==> src/assert_macros.svh <==
// Assertion helpers shared by the RTL, clocked on clk_i, disabled in reset.
`ifndef ASSERT_MACROS_SVH
`define ASSERT_MACROS_SVH

// Check a property at every rising edge of clk_i.
`define VAL_ASSERT(lbl, prop, msg) \
  lbl: assert property (@(posedge clk_i) disable iff (!rst_ni) (prop)) else $error(msg);

// Check that a condition at one edge implies another at the next edge.
`define VAL_ASSERT_NX(lbl, ante, cons, msg) \
  lbl: assert property (@(posedge clk_i) disable iff (!rst_ni) (ante) |=> (cons)) \
    else $error(msg);

`endif

==> src/val_pkg.sv <==
`timescale 1ns / 1ps

package val_pkg;

  // Slot table depth and its index width.
  localparam int NumSounds = 256;
  localparam int SlotAw    = (NumSounds > 1) ? $clog2(NumSounds) : 1;

  // Global voice limit after reset.
  localparam logic [15:0] GlobalLimitRst = 16'd32;

  // Item kinds.
  localparam logic [2:0] KindRegister = 3'd0;
  localparam logic [2:0] KindPlay     = 3'd1;
  localparam logic [2:0] KindStopOne  = 3'd2;
  localparam logic [2:0] KindStopAll  = 3'd3;
  localparam logic [2:0] KindTick     = 3'd4;

  typedef struct packed {
    logic [2:0]  kind;
    logic [7:0]  sound_id;
    logic [15:0] min_interval;
    logic [7:0]  max_concurrent;
    logic [15:0] time_step;
  } item_t;

  typedef struct packed {
    logic [15:0] min_interval;
    logic [7:0]  voice_limit;
    logic [7:0]  playing;
    logic [32:0] last_play;
  } slot_t;

  typedef struct packed {
    logic [31:0] elapsed;
    logic [15:0] running_total;
    logic [8:0]  valid_count;
  } glob_t;

  typedef struct packed {
    logic        granted;
    logic        is_registered;
    logic [7:0]  playing_count;
    logic [32:0] time_since_play;
    logic [15:0] total_playing;
    logic [8:0]  registered_count;
  } result_t;

  // True when a sound id addresses an existing slot.
  function automatic logic id_in_range(input logic [7:0] id);
    return 32'(id) < NumSounds;
  endfunction

endpackage

==> src/val_exec.sv <==
`timescale 1ns / 1ps

module val_exec (
  input  val_pkg::item_t   item_i,
  input  logic             live_i,
  input  val_pkg::slot_t   slot_i,
  input  val_pkg::glob_t   glob_i,
  input  logic [15:0]      global_limit_i,
  output val_pkg::slot_t   slot_o,
  output logic             slot_we_o,
  output logic             set_valid_o,
  output val_pkg::glob_t   glob_o,
  output val_pkg::result_t res_o
);

  logic        in_range;
  logic        live_after;
  logic        granted;
  logic [32:0] since_cur;
  logic [32:0] since_after;
  logic [32:0] tick_sum;

  // Apply one item to the addressed slot and the global counters.
  always_comb begin
    slot_o      = slot_i;
    glob_o      = glob_i;
    slot_we_o   = 1'b0;
    set_valid_o = 1'b0;
    granted     = 1'b0;
    live_after  = live_i;
    in_range    = val_pkg::id_in_range(item_i.sound_id);
    since_cur   = {1'b0, glob_i.elapsed} - slot_i.last_play;
    tick_sum    = {1'b0, glob_i.elapsed} + {17'b0, item_i.time_step};

    case (item_i.kind)
      val_pkg::KindRegister: begin
        if (in_range) begin
          if (live_i) begin
            glob_o.running_total = glob_i.running_total - {8'b0, slot_i.playing};
          end else begin
            glob_o.valid_count = glob_i.valid_count + 9'd1;
          end
          slot_o.min_interval = item_i.min_interval;
          slot_o.voice_limit  = item_i.max_concurrent;
          slot_o.playing      = 8'd0;
          slot_o.last_play    = 33'd0 - {17'b0, item_i.min_interval};
          slot_we_o           = 1'b1;
          set_valid_o         = 1'b1;
          live_after          = 1'b1;
        end
      end
      val_pkg::KindPlay: begin
        if (live_i && (slot_i.playing < slot_i.voice_limit)
            && (glob_i.running_total < global_limit_i)
            && (since_cur >= {17'b0, slot_i.min_interval})) begin
          slot_o.playing       = slot_i.playing + 8'd1;
          slot_o.last_play     = {1'b0, glob_i.elapsed};
          glob_o.running_total = glob_i.running_total + 16'd1;
          slot_we_o            = 1'b1;
          granted              = 1'b1;
        end
      end
      val_pkg::KindStopOne: begin
        if (live_i && (slot_i.playing != 8'd0)) begin
          slot_o.playing       = slot_i.playing - 8'd1;
          glob_o.running_total = glob_i.running_total - 16'd1;
          slot_we_o            = 1'b1;
        end
      end
      val_pkg::KindStopAll: begin
        if (live_i) begin
          slot_o.playing       = 8'd0;
          glob_o.running_total = glob_i.running_total - {8'b0, slot_i.playing};
          slot_we_o            = 1'b1;
        end
      end
      val_pkg::KindTick: begin
        // Saturate elapsed time at the top of its range.
        glob_o.elapsed = tick_sum[32] ? 32'hFFFF_FFFF : tick_sum[31:0];
      end
      default: begin
      end
    endcase

    since_after = {1'b0, glob_o.elapsed} - slot_o.last_play;

    // Report the slot and table after the item.
    res_o.granted          = granted;
    res_o.is_registered    = live_after;
    res_o.playing_count    = live_after ? slot_o.playing : 8'd0;
    res_o.time_since_play  = live_after ? since_after : 33'd0;
    res_o.total_playing    = glob_o.running_total;
    res_o.registered_count = glob_o.valid_count;
  end

endmodule

==> config.mk <==
export PLATFORM = sky130hd
export DESIGN_NAME = val_exec
export DESIGN_NICKNAME = d
export VERILOG_FILES = /design/src/assert_macros.svh /design/src/val_pkg.sv /design/src/val_exec.sv
export SDC_FILE = /design/constraint.sdc
export NUM_CORES = 1
export LEC_CHECK = 0
export ABC_CLOCK_PERIOD_IN_PS = 13400
export BUFFER_PORTS_ARGS = -buffer_cell sky130_fd_sc_hd__buf_2
export CELL_PAD_IN_SITES_DETAIL_PLACEMENT = 1
export CELL_PAD_IN_SITES_GLOBAL_PLACEMENT = 1
export CORE_AREA = 2 2 178 180
export DETAILED_ROUTE_END_ITERATION = 10
export DIE_AREA = 0 0 180 182
export PLACE_DENSITY_LB_ADDON = 0.15
export SYNTH_ARGS = -nofsm -noshare
export SYNTH_HDL_FRONTEND = slang
export SYNTH_SLANG_ARGS = --single-unit
==> constraint.sdc <==
create_clock -name vclk -period 13.4
set_input_delay 3.35 -clock vclk [all_inputs]
set_output_delay 3.35 -clock vclk [all_outputs]
set_load 0.005 [all_outputs]
==> results.py, run 1 <==
metrics = {
    "sta": {
        "setup_viol": 17,
        "max_freq_mhz": 70.8,
        "finalSetupTns_ns": -7.50,
        "period_share_pct": 105,
        "whs_ns": 6.96,
        "min_period_ns": 14.12,
        "fin_ws_ns": -0.725,
        "maxSlewViolCount": 0,
        "tightest_slew_ns": 0.906,
        "hold_violations": 0,
        "relSlewSlack_pct": 38.8,
        "grt_setup_unrepaired": "yes",
    },
    "worst_setup_path": {
        "path_delay_family": "compound AO/OA/AOI/OAI gates",
        "start_kind": "primary input",
        "cp_common_cell": "nand4_1",
        "critical_path_class": "in2out",
        "crit_arrival_ns": 10.77,
        "critPathMaxFanout": 17,
        "max_stage_delay_ns": 0.56,
        "worst-path-buf-inv": 7,
        "crit_required_ns": 10.05,
        "cp-end-kind": "primary output",
        "crit_slowest_cell": "or4_4",
    },
    "die": {
        "start_util_pct": 31.6,
        "row_count": 65,
        "core_area_sq_um": 31000,
        "die-width_um": 180,
        "pin_count": 382,
        "dieArea_sq_um": 32800,
        "die_h_um": 182,
    },
    "detailed_routing": {
        "maxUsedRoutingLayer": "met5",
        "vias": 13329,
        "firstDrtPassIters": 5,
        "drc": 0,
        "wl_um": 48200,
        "wl_met2_um": 23600,
        "first_iter_violations": 584,
        "wl_per_cell_um": 19.8,
        "wl_met1_um": 21200,
        "viasPerCell": 5.46,
        "ant_nets": 0,
        "wl_met3_um": 2420,
    },
    "yosys": {
        "ys_seq_area_share_pct": 0,
        "synth_area_sq_um": 9790,
        "postSynthAreaPerCell_sq_um": 6.62,
        "yosys_warnings": 0,
        "synth_nets": 1806,
        "ys_types": 92,
        "syn_inst": 1479,
    },
    "worst_hold_path": {
        "worstHoldPathType": "in2out",
    },
    "finish": {
        "regArea_sq_um": 0,
        "final_layout_size_suffix_gt1_share_pct": 41.2,
        "clkbuf_count": 0,
        "nFlopsAndLatches": 0,
        "fin_nets": 2360,
        "layoutNonFillerInstCount": 2439,
        "synthToLayoutAreaGrowth_pct": 47.4,
        "utilization_pct": 46.6,
    },
    "grt": {
        "grt_pass1_wl_um": 73700,
        "grt_usage_pct": 27.4,
        "grt_max_degree": 40,
        "grt_antenna_before_repair": 11,
        "grt_pass1_vias": 13770,
        "overflow": 0,
    },
    "outcome": {
        "violations": "negative setup slack",
        "outcome": "finished, violations left",
    },
    "place": {
        "dp_slack_ns": -1.25,
        "dpl.cell_count": 2377,
        "io_buffers": 374,
        "gp_congestion": 0.904,
        "dp_hpwl_um": 39000,
    },
    "power_and_ir_drop": {
        "p_leak_nw": 7.11,
        "p_per_area_nw_per_um2": 54.1,
        "vdd_ir_drop_max_v": 0.0000340,
    },
    "flow_run": {
        "drv_cap": 0,
    },
    "clock_network": {
        "holdBufCountCts": 0,
    },
}
[placed cells by master (no fill, tap or decap), types with 11 or more instances in the layout]
cell type	netlist	final
nor4_1	13	11
a31oi_1	17	15
o211ai_1	18	18
nand3_1	42	41
o21ai_0	107	96
o21a_1	17	17
a21oi_1	121	101
ha_1	133	118
a21oi_2	1	18
nor2_1	141	133
a21o_1	31	31
xnor2_1	62	58
and3_1	28	27
xor2_1	28	27
inv_1	116	108
buf_4	27	245
nor3_1	47	44
or3_1	15	14
buf_6	9	22
a221oi_2	20	19
o31ai_1	20	15
nand2_1	136	135
nand4_1	36	36
nand2b_1	18	16
buf_2	4	370
inv_2	32	38
[kinds of logic (layout without fill, tap and decap cells)]
logic type | Yosys count | after routing | synth area share [%]
compound gates | 469 | 469 | 35.3
xor+xnor | 90 | 90 | 8.05
mux | 18 | 18 | 1.94
other cells | 0 | 6 | 0
simple gates | 528 | 528 | 26.0
buf+inv | 237 | 789 | 10.9
fa+ha+maj | 137 | 137 | 17.8
[cell type report]
class                      count  area [sq um]
inverter                     149           564
fill                        4091         16600
tap                          402           503
antenna                        6          15.0
multi-input combinational   1242          9360
timing repair buffer         640          3990
[metrics by stage]
step / power [mW] / instance area, sq um
final: 0.781 / 14400
after global routing: 0.849 / 14400
after CTS: 0.728 / 14000
after detailed placement: 0.671 / 13300
after global placement: 0.655 / 13300
after floorplan: 0.385 / 9860
[path summary, 6_finish.rpt]
kind / start / endpoint / slack [ns] / cells after the start
setup / recovery: slot_i[6] / res_o[57] / -0.72 / 39
hold / removal: item_i[16] / slot_o[41] / 6.96 / 4
[worst min-delay path, delay by kind of cell]
family	cells	cell delay, ns
buffers and inverters	2	0.17
and+or+nand+nor	2	0.08
[report_power, final]
group / switching (mW) / leakage (nW) / internal (mW) / total (mW)
combinational: 0.408 / 7.11 / 0.373 / 0.781
sequential: 0 / 0 / 0 / 0
clock: 0 / 0.0000380 / 0.0000000599 / 0.0000000599
total: 0.408 / 7.11 / 0.373 / 0.781
[cells in the mapped netlist (all sizes together), types with 9 or more instances]
cell	n	share of area, %
a211oi	9	0.74
a21o	31	2.4
a21oi	123	6.4
a221oi	34	5.9
a31oi	19	1.4
and2	11	0.70
and3	28	1.8
buf	48	3.6
clkbuf	40	1.5
ha	133	17
inv	148	5.7
mux2i	10	1.0
nand2	136	5.2
nand2b	18	1.1
nand3	42	2.1
nand4	37	2.4
nor2	142	5.5
nor2b	14	0.89
nor3	47	2.4
nor4	14	0.96
o211ai	18	1.4
o21a	17	1.3
o21ai	116	6.0
o21bai	10	0.88
o31ai	21	1.8
or3	15	0.96
xnor2	62	5.5
xor2	28	2.5
[repair_timing]
item                       in CTS  in global routing
setup buffers                  36                 23
resized for setup             103                 50
pin swaps                      55                 35
setup endpoints to repair      25                 22
[metal layers]
| metal | vias up | GRT usage, % |
|---|---|---|
| li1 | 6488 | - |
| met1 | 6423 | 34.6 |
| met2 | 354 | 49.7 |
| met3 | 54 | 3.45 |
| met4 | 10 | 5.43 |
| met5 | - | 0 |
Power figures use the tool's default switching activity.
==> run 2: changes to the inputs <==
--- a/config.mk
+++ b/config.mk
@@ -5,13 +5,13 @@
 export SDC_FILE = /design/constraint.sdc
 export NUM_CORES = 1
 export LEC_CHECK = 0
-export ABC_CLOCK_PERIOD_IN_PS = 13400
+export ABC_CLOCK_PERIOD_IN_PS = 13870
 export BUFFER_PORTS_ARGS = -buffer_cell sky130_fd_sc_hd__buf_2
 export CELL_PAD_IN_SITES_DETAIL_PLACEMENT = 1
 export CELL_PAD_IN_SITES_GLOBAL_PLACEMENT = 1
-export CORE_AREA = 2 2 178 180
+export CORE_AREA = 2 2 171 173
 export DETAILED_ROUTE_END_ITERATION = 10
-export DIE_AREA = 0 0 180 182
+export DIE_AREA = 0 0 173 175
 export PLACE_DENSITY_LB_ADDON = 0.15
 export SYNTH_ARGS = -nofsm -noshare
 export SYNTH_HDL_FRONTEND = slang
==> constraint.sdc (replaced) <==
create_clock -name vclk -period 13.87
set_input_delay 3.4675 -clock vclk [all_inputs]
set_output_delay 3.4675 -clock vclk [all_outputs]
set_load 0.01 [all_outputs]
==> results.py, run 2 (synthesis gave the netlist of run 1 again) <==
metrics = {
    "outcome": {
        "outcome": "finished, violations left",
        "violations": "negative setup slack",
    },
    "worst_hold_path": {
        "hold_path_startpoint": "item_i[16]",
        "worstHoldPathType": "in2out",
        "whs_path_depth": 4,
        "hold_end": "slot_o[41]",
    },
    "finish": {
        "nFlopsAndLatches": 0,
        "mostFrequentLayoutCells": "buf_2 (366), buf_4 (219), nand2_1 (135)",
        "final_layout_size_suffix_gt1_share_pct": 40.0,
        "stdcell_area_sq_um": 14300,
        "synthToLayoutAreaGrowth_pct": 45.6,
        "clkbuf_count": 0,
        "utilization_pct": 50.2,
        "regArea_sq_um": 0,
        "fin_nets": 2326,
        "layoutNonFillerInstCount": 2392,
        "layout_commonest_cell": "buf_2",
    },
    "flow_run": {
        "drv_cap": 0,
    },
    "grt": {
        "grt_max_degree": 38,
        "overflow": 0,
        "grtUsageMet3_pct": 4.35,
        "grtUsageMet2_pct": 53.3,
        "grt_usage_pct": 30.0,
        "top_usage_layer": "met2",
        "grt_pass1_vias": 13791,
        "grt_antenna_before_repair": 13,
        "grt_pass1_wl_um": 74400,
        "grt_util_met1_pct": 36.7,
    },
    "sta": {
        "period_share_pct": 104,
        "hold_violations": 0,
        "maxSlewViolCount": 0,
        "min_period_ns": 14.47,
        "whs_ns": 7.21,
        "setup_viol": 15,
        "tightest_slew_ns": 0.956,
        "max_freq_mhz": 69.1,
        "fin_ws_ns": -0.600,
        "grt_setup_unrepaired": "yes",
        "relSlewSlack_pct": 35.4,
    },
    "worst_setup_path": {
        "crit_arrival_ns": 11.00,
        "max_stage_delay_ns": 0.45,
        "crit_slowest_cell": "or4_4",
        "crit_start": "glob_i[25]",
        "start_kind": "primary input",
        "crit_required_ns": 10.40,
        "cp-end-kind": "primary output",
        "critical_path_class": "in2out",
        "critPathMaxFanout": 5,
    },
    "power_and_ir_drop": {
        "p_seq_share_pct": 0,
        "netSwitchingPower_uw": 419,
        "clkPwrFrac_pct": 0,
        "combPwrFrac_pct": 100.0,
        "p_int_uw": 345,
        "p_per_area_nw_per_um2": 53.5,
        "p_leak_nw": 6.96,
        "vdd_ir_drop_max_v": 0.0000354,
        "p_sw_share_pct": 54.8,
    },
    "place": {
        "io_buffers": 374,
        "dpl_cell_area_sq_um": 13100,
        "dpl.cell_count": 2334,
        "dp_hpwl_um": 38600,
        "gp_congestion": 0.939,
    },
    "die": {
        "dieArea_sq_um": 30300,
        "die-width_um": 173,
        "row_count": 62,
        "core_area_sq_um": 28400,
        "pin_count": 382,
        "die_h_um": 175,
        "start_util_pct": 34.5,
    },
    "detailed_routing": {
        "viasPerCell": 5.71,
        "wl_per_cell_um": 21.1,
        "drc": 0,
        "wl_um": 50500,
        "vias": 13649,
        "first_iter_violations": 773,
        "firstDrtPassIters": 5,
        "ant_nets": 0,
    },
}
## run 2: cell types whose count changed in the layout (fill, tap and decap cells not counted), sizes merged
| cell | previous run | this run |
|---|---|---|
| buf | 640 | 606 |
| diode | 6 | 11 |
## run 2: repair_timing
item | 4_1_cts | 5_1_grt
hold buffers | 0 | 0
hold endpoints to repair | 0 | 0
cloned | 2 | 0
setup buffers | 28 | 21
pin swaps | 75 | 66
endpoints found under the setup margin | 17 | 19
gates resized for setup | 100 | 56
## run 2: per-layer routing
| metal | vias to the layer above | wire length (um) | part of all wire (%) |
|---|---|---|---|
| met3 | 129 | 3230 | 6.4 |
| met1 | 6518 | 21100 | 42 |
| met2 | 563 | 24200 | 48 |
| met5 | - | 21 | 0.042 |
| met4 | 4 | 1890 | 3.7 |
| li1 | 6435 | - | - |
## run 2: through the flow
stage	worst slack [ns]	setup TNS, ns	total power [mW]
5_1_grt	-0.811	-8.86	0.824
2_1_floorplan	0.0699	0	0.395
6_report	-0.600	-4.64	0.764
4_1_cts	-0.310	-1.59	0.712
3_5_place_dp	-0.881	-8.35	0.660
3_3_place_gp	-0.716	-6.84	0.643
## run 2: cell type report
cell class | count | area, sq um
Tap cell | 384 | 480
Inverter | 149 | 574
Antenna cell | 11 | 27.5
Fill cell | 3804 | 14100
Multi-Input combinational cell | 1242 | 9400
Timing Repair Buffer | 606 | 3770
## run 2: worst max-delay path: cells and delay by family
kind                     cells  cell delay [ns]
AO/OA/AOI/OAI               16             2.80
XOR/XNOR                     2             0.33
adder cells (fa/ha/maj)      4             1.26
buffers and inverters        8             0.95
AND/OR/NAND/NOR             11             2.19
## run 2: how the worst max path moves through the flow
stage	endpoint	slack [ns]	cells past startpoint
2_1_floorplan	res_o[57]	0.07	37
3_3_place_gp	res_o[57]	-0.72	39
3_5_place_dp	res_o[57]	-0.88	38
4_1_cts	res_o[57]	-0.31	39
5_1_grt	res_o[57]	-0.81	39
6_report	res_o[57]	-0.60	41
## run 2: power by group through the flow
stage | logic, mW | clock network [mW] | registers, mW
after CTS | 0.712 | 0 | 0
final | 0.764 | 0.0000000545 | 0
after detailed placement | 0.660 | 0 | 0
after global routing | 0.824 | 0.0000000772 | 0
after floorplan | 0.395 | 0 | 0
after global placement | 0.643 | 0 | 0
==> run 3: changes to the inputs <==
--- a/config.mk
+++ b/config.mk
@@ -5,13 +5,14 @@
 export SDC_FILE = /design/constraint.sdc
 export NUM_CORES = 1
 export LEC_CHECK = 0
+export ABC_AREA = 1
 export ABC_CLOCK_PERIOD_IN_PS = 13870
 export BUFFER_PORTS_ARGS = -buffer_cell sky130_fd_sc_hd__buf_2
 export CELL_PAD_IN_SITES_DETAIL_PLACEMENT = 1
 export CELL_PAD_IN_SITES_GLOBAL_PLACEMENT = 1
-export CORE_AREA = 2 2 171 173
+export CORE_AREA = 2 2 185 187
 export DETAILED_ROUTE_END_ITERATION = 10
-export DIE_AREA = 0 0 173 175
+export DIE_AREA = 0 0 187 189
 export PLACE_DENSITY_LB_ADDON = 0.15
 export SYNTH_ARGS = -nofsm -noshare
 export SYNTH_HDL_FRONTEND = slang
==> results.py, run 3 <==
metrics = {
    "sta": {
        "max_freq_mhz": 75.9,
        "maxSlewViolCount": 0,
        "relSlewSlack_pct": 40.8,
        "min_period_ns": 13.18,
        "tightest_slew_ns": 0.888,
        "grt_setup_unrepaired": "no",
        "setup_viol": 0,
        "hold_violations": 0,
        "finalSetupTns_ns": 0,
        "period_share_pct": 95.0,
    },
    "clock_network": {
        "ctsResizeCount": 0,
        "holdBufCountCts": 0,
        "post-cts-setup-buffers": 0,
    },
    "finish": {
        "utilization_pct": 40.2,
        "synthToLayoutAreaGrowth_pct": 18.8,
        "regArea_sq_um": 0,
        "clkbuf_count": 0,
        "nFlopsAndLatches": 0,
        "layout_commonest_cell": "nand2_1",
        "fin_nets": 2822,
        "mostFrequentLayoutCells": "nand2_1 (688), buf_2 (374), inv_1 (354)",
        "final_layout_size_suffix_gt1_share_pct": 17.0,
    },
    "detailed_routing": {
        "vias": 15593,
        "drc": 0,
        "firstDrtPassIters": 5,
        "ant_nets": 0,
        "wl_um": 54600,
        "wl_per_cell_um": 18.5,
        "first_iter_violations": 743,
        "viasPerCell": 5.29,
    },
    "die": {
        "row_count": 67,
        "dieArea_sq_um": 35300,
        "start_util_pct": 33.8,
        "pin_count": 382,
        "die_h_um": 189,
        "die-width_um": 187,
        "core_area_sq_um": 33300,
    },
    "yosys": {
        "ys_types": 55,
        "ys_seq_area_share_pct": 0,
        "yosys.area.top_type_share_pct": 23.0,
        "postSynthAreaPerCell_sq_um": 5.14,
        "yosys_warnings": 0,
        "yosysTopAreaCell": "nand2_1",
        "synth_area_sq_um": 11300,
        "synth_area_leaders": "nand2_1 (23%), ha_1 (15%), inv_1 (12%)",
        "synth_commonest_cells": "nand2_1 (688), inv_1 (355), nor2_1 (206)",
        "syn_inst": 2188,
        "synth_nets": 2515,
        "yosysMostFrequentCell": "nand2_1",
    },
    "worst_setup_path": {
        "cp_common_cell": "nand2_1",
        "start_kind": "primary input",
        "crit_slowest_cell": "fa_1",
        "crit_start": "glob_i[25]",
        "critical_path_class": "in2out",
        "max_stage_delay_ns": 0.41,
        "cp-end-kind": "primary output",
        "critPathMaxFanout": 12,
        "path_delay_family": "compound AO/OA/AOI/OAI gates",
        "crit_arrival_ns": 9.71,
        "crit_required_ns": 10.40,
        "worst-path-buf-inv": 5,
    },
    "flow_run": {
        "drv_cap": 0,
    },
    "grt": {
        "top_usage_layer": "met2",
        "grt_util_met1_pct": 38.2,
        "grt_antenna_before_repair": 10,
        "grt_pass1_wl_um": 84300,
        "overflow": 0,
        "grt_pass1_vias": 15501,
        "grt_usage_pct": 29.5,
        "grtUsageMet3_pct": 2.21,
        "grtUsageMet2_pct": 52.9,
        "grt_max_degree": 78,
    },
    "power_and_ir_drop": {
        "p_int_uw": 218,
        "p_per_area_nw_per_um2": 47.6,
        "vdd_ir_drop_max_v": 0.0000214,
        "p_sw_share_pct": 65.8,
        "clkPwrFrac_pct": 0,
        "power_uw": 636,
        "netSwitchingPower_uw": 418,
        "p_leak_nw": 7.82,
        "p_seq_share_pct": 0,
        "combPwrFrac_pct": 100.0,
    },
    "worst_hold_path": {
        "worstHoldPathType": "in2out",
        "hold_path_startpoint": "item_i[16]",
    },
    "place": {
        "dp_hpwl_um": 47500,
        "io_buffers": 374,
        "gp_congestion": 0.954,
    },
    "outcome": {
        "outcome": "finished clean",
    },
}
-- run 3: changes by cell type in the layout (fill, tap and decap cells not counted), moves of 21 or more --
cell	change
inv_1	+248
a21oi_1	+30
a21o_1	-30
nand2_1	+553
nand3_1	+104
xnor2_1	-41
and3_1	-26
nor2_1	+71
o211ai_1	+26
nand3b_1	+21
buf_4	-211
inv_2	-32
xor2_1	+28
-- run 3: worst paths after layout --
kind	endpoint	slack, ns	cells after the start
max	res_o[44]	0.69	40
min	slot_o[41]	7.22	4
-- run 3: area by class of cell --
type / count / area (sq um)
fillers: 4932 / 19900
multi-input cells: 1745 / 9460
well taps: 448 / 561
repair buffers: 383 / 1950
inverters: 365 / 1370
diodes: 9 / 22.5
-- run 3: logic make-up after synthesis --
logic type | Yosys count | synth area share, %
buffers and inverters | 443 | 16.2
AND/OR/NAND/NOR | 1177 | 44.1
XOR/XNOR | 74 | 5.76
AO/OA/AOI/OAI | 357 | 18.5
adder cells (fa/ha/maj) | 137 | 15.5
-- run 3: metrics by stage --
stage                     hold slack, ns  std cells  instance area (sq um)  worst slack [ns]
after detailed placement            7.22       2941                  13300             0.564
after global routing                7.26       2950                  13400            0.0269
final                               7.22       2950                  13400             0.688
after CTS                           7.22       2941                  13300             0.530
after global placement              7.22       2941                  13300             0.753
after floorplan                     7.03       2188                  11300              2.12
-- run 3: per-layer routing --
metal | vias up | share of wire [%]
met5 | - | 0.024
met4 | 2 | 2.3
met3 | 67 | 4.6
met2 | 420 | 48
met1 | 7425 | 45
li1 | 7679 | -
-- run 3: power groups by stage --
stage | logic, mW | registers [mW] | clock network [mW]
2_1_floorplan | 0.404 | 0 | 0
3_3_place_gp | 0.611 | 0 | 0
3_5_place_dp | 0.628 | 0 | 0
4_1_cts | 0.631 | 0 | 0
5_1_grt | 0.705 | 0 | 0.0000000870
6_report | 0.636 | 0 | 0.0000000871
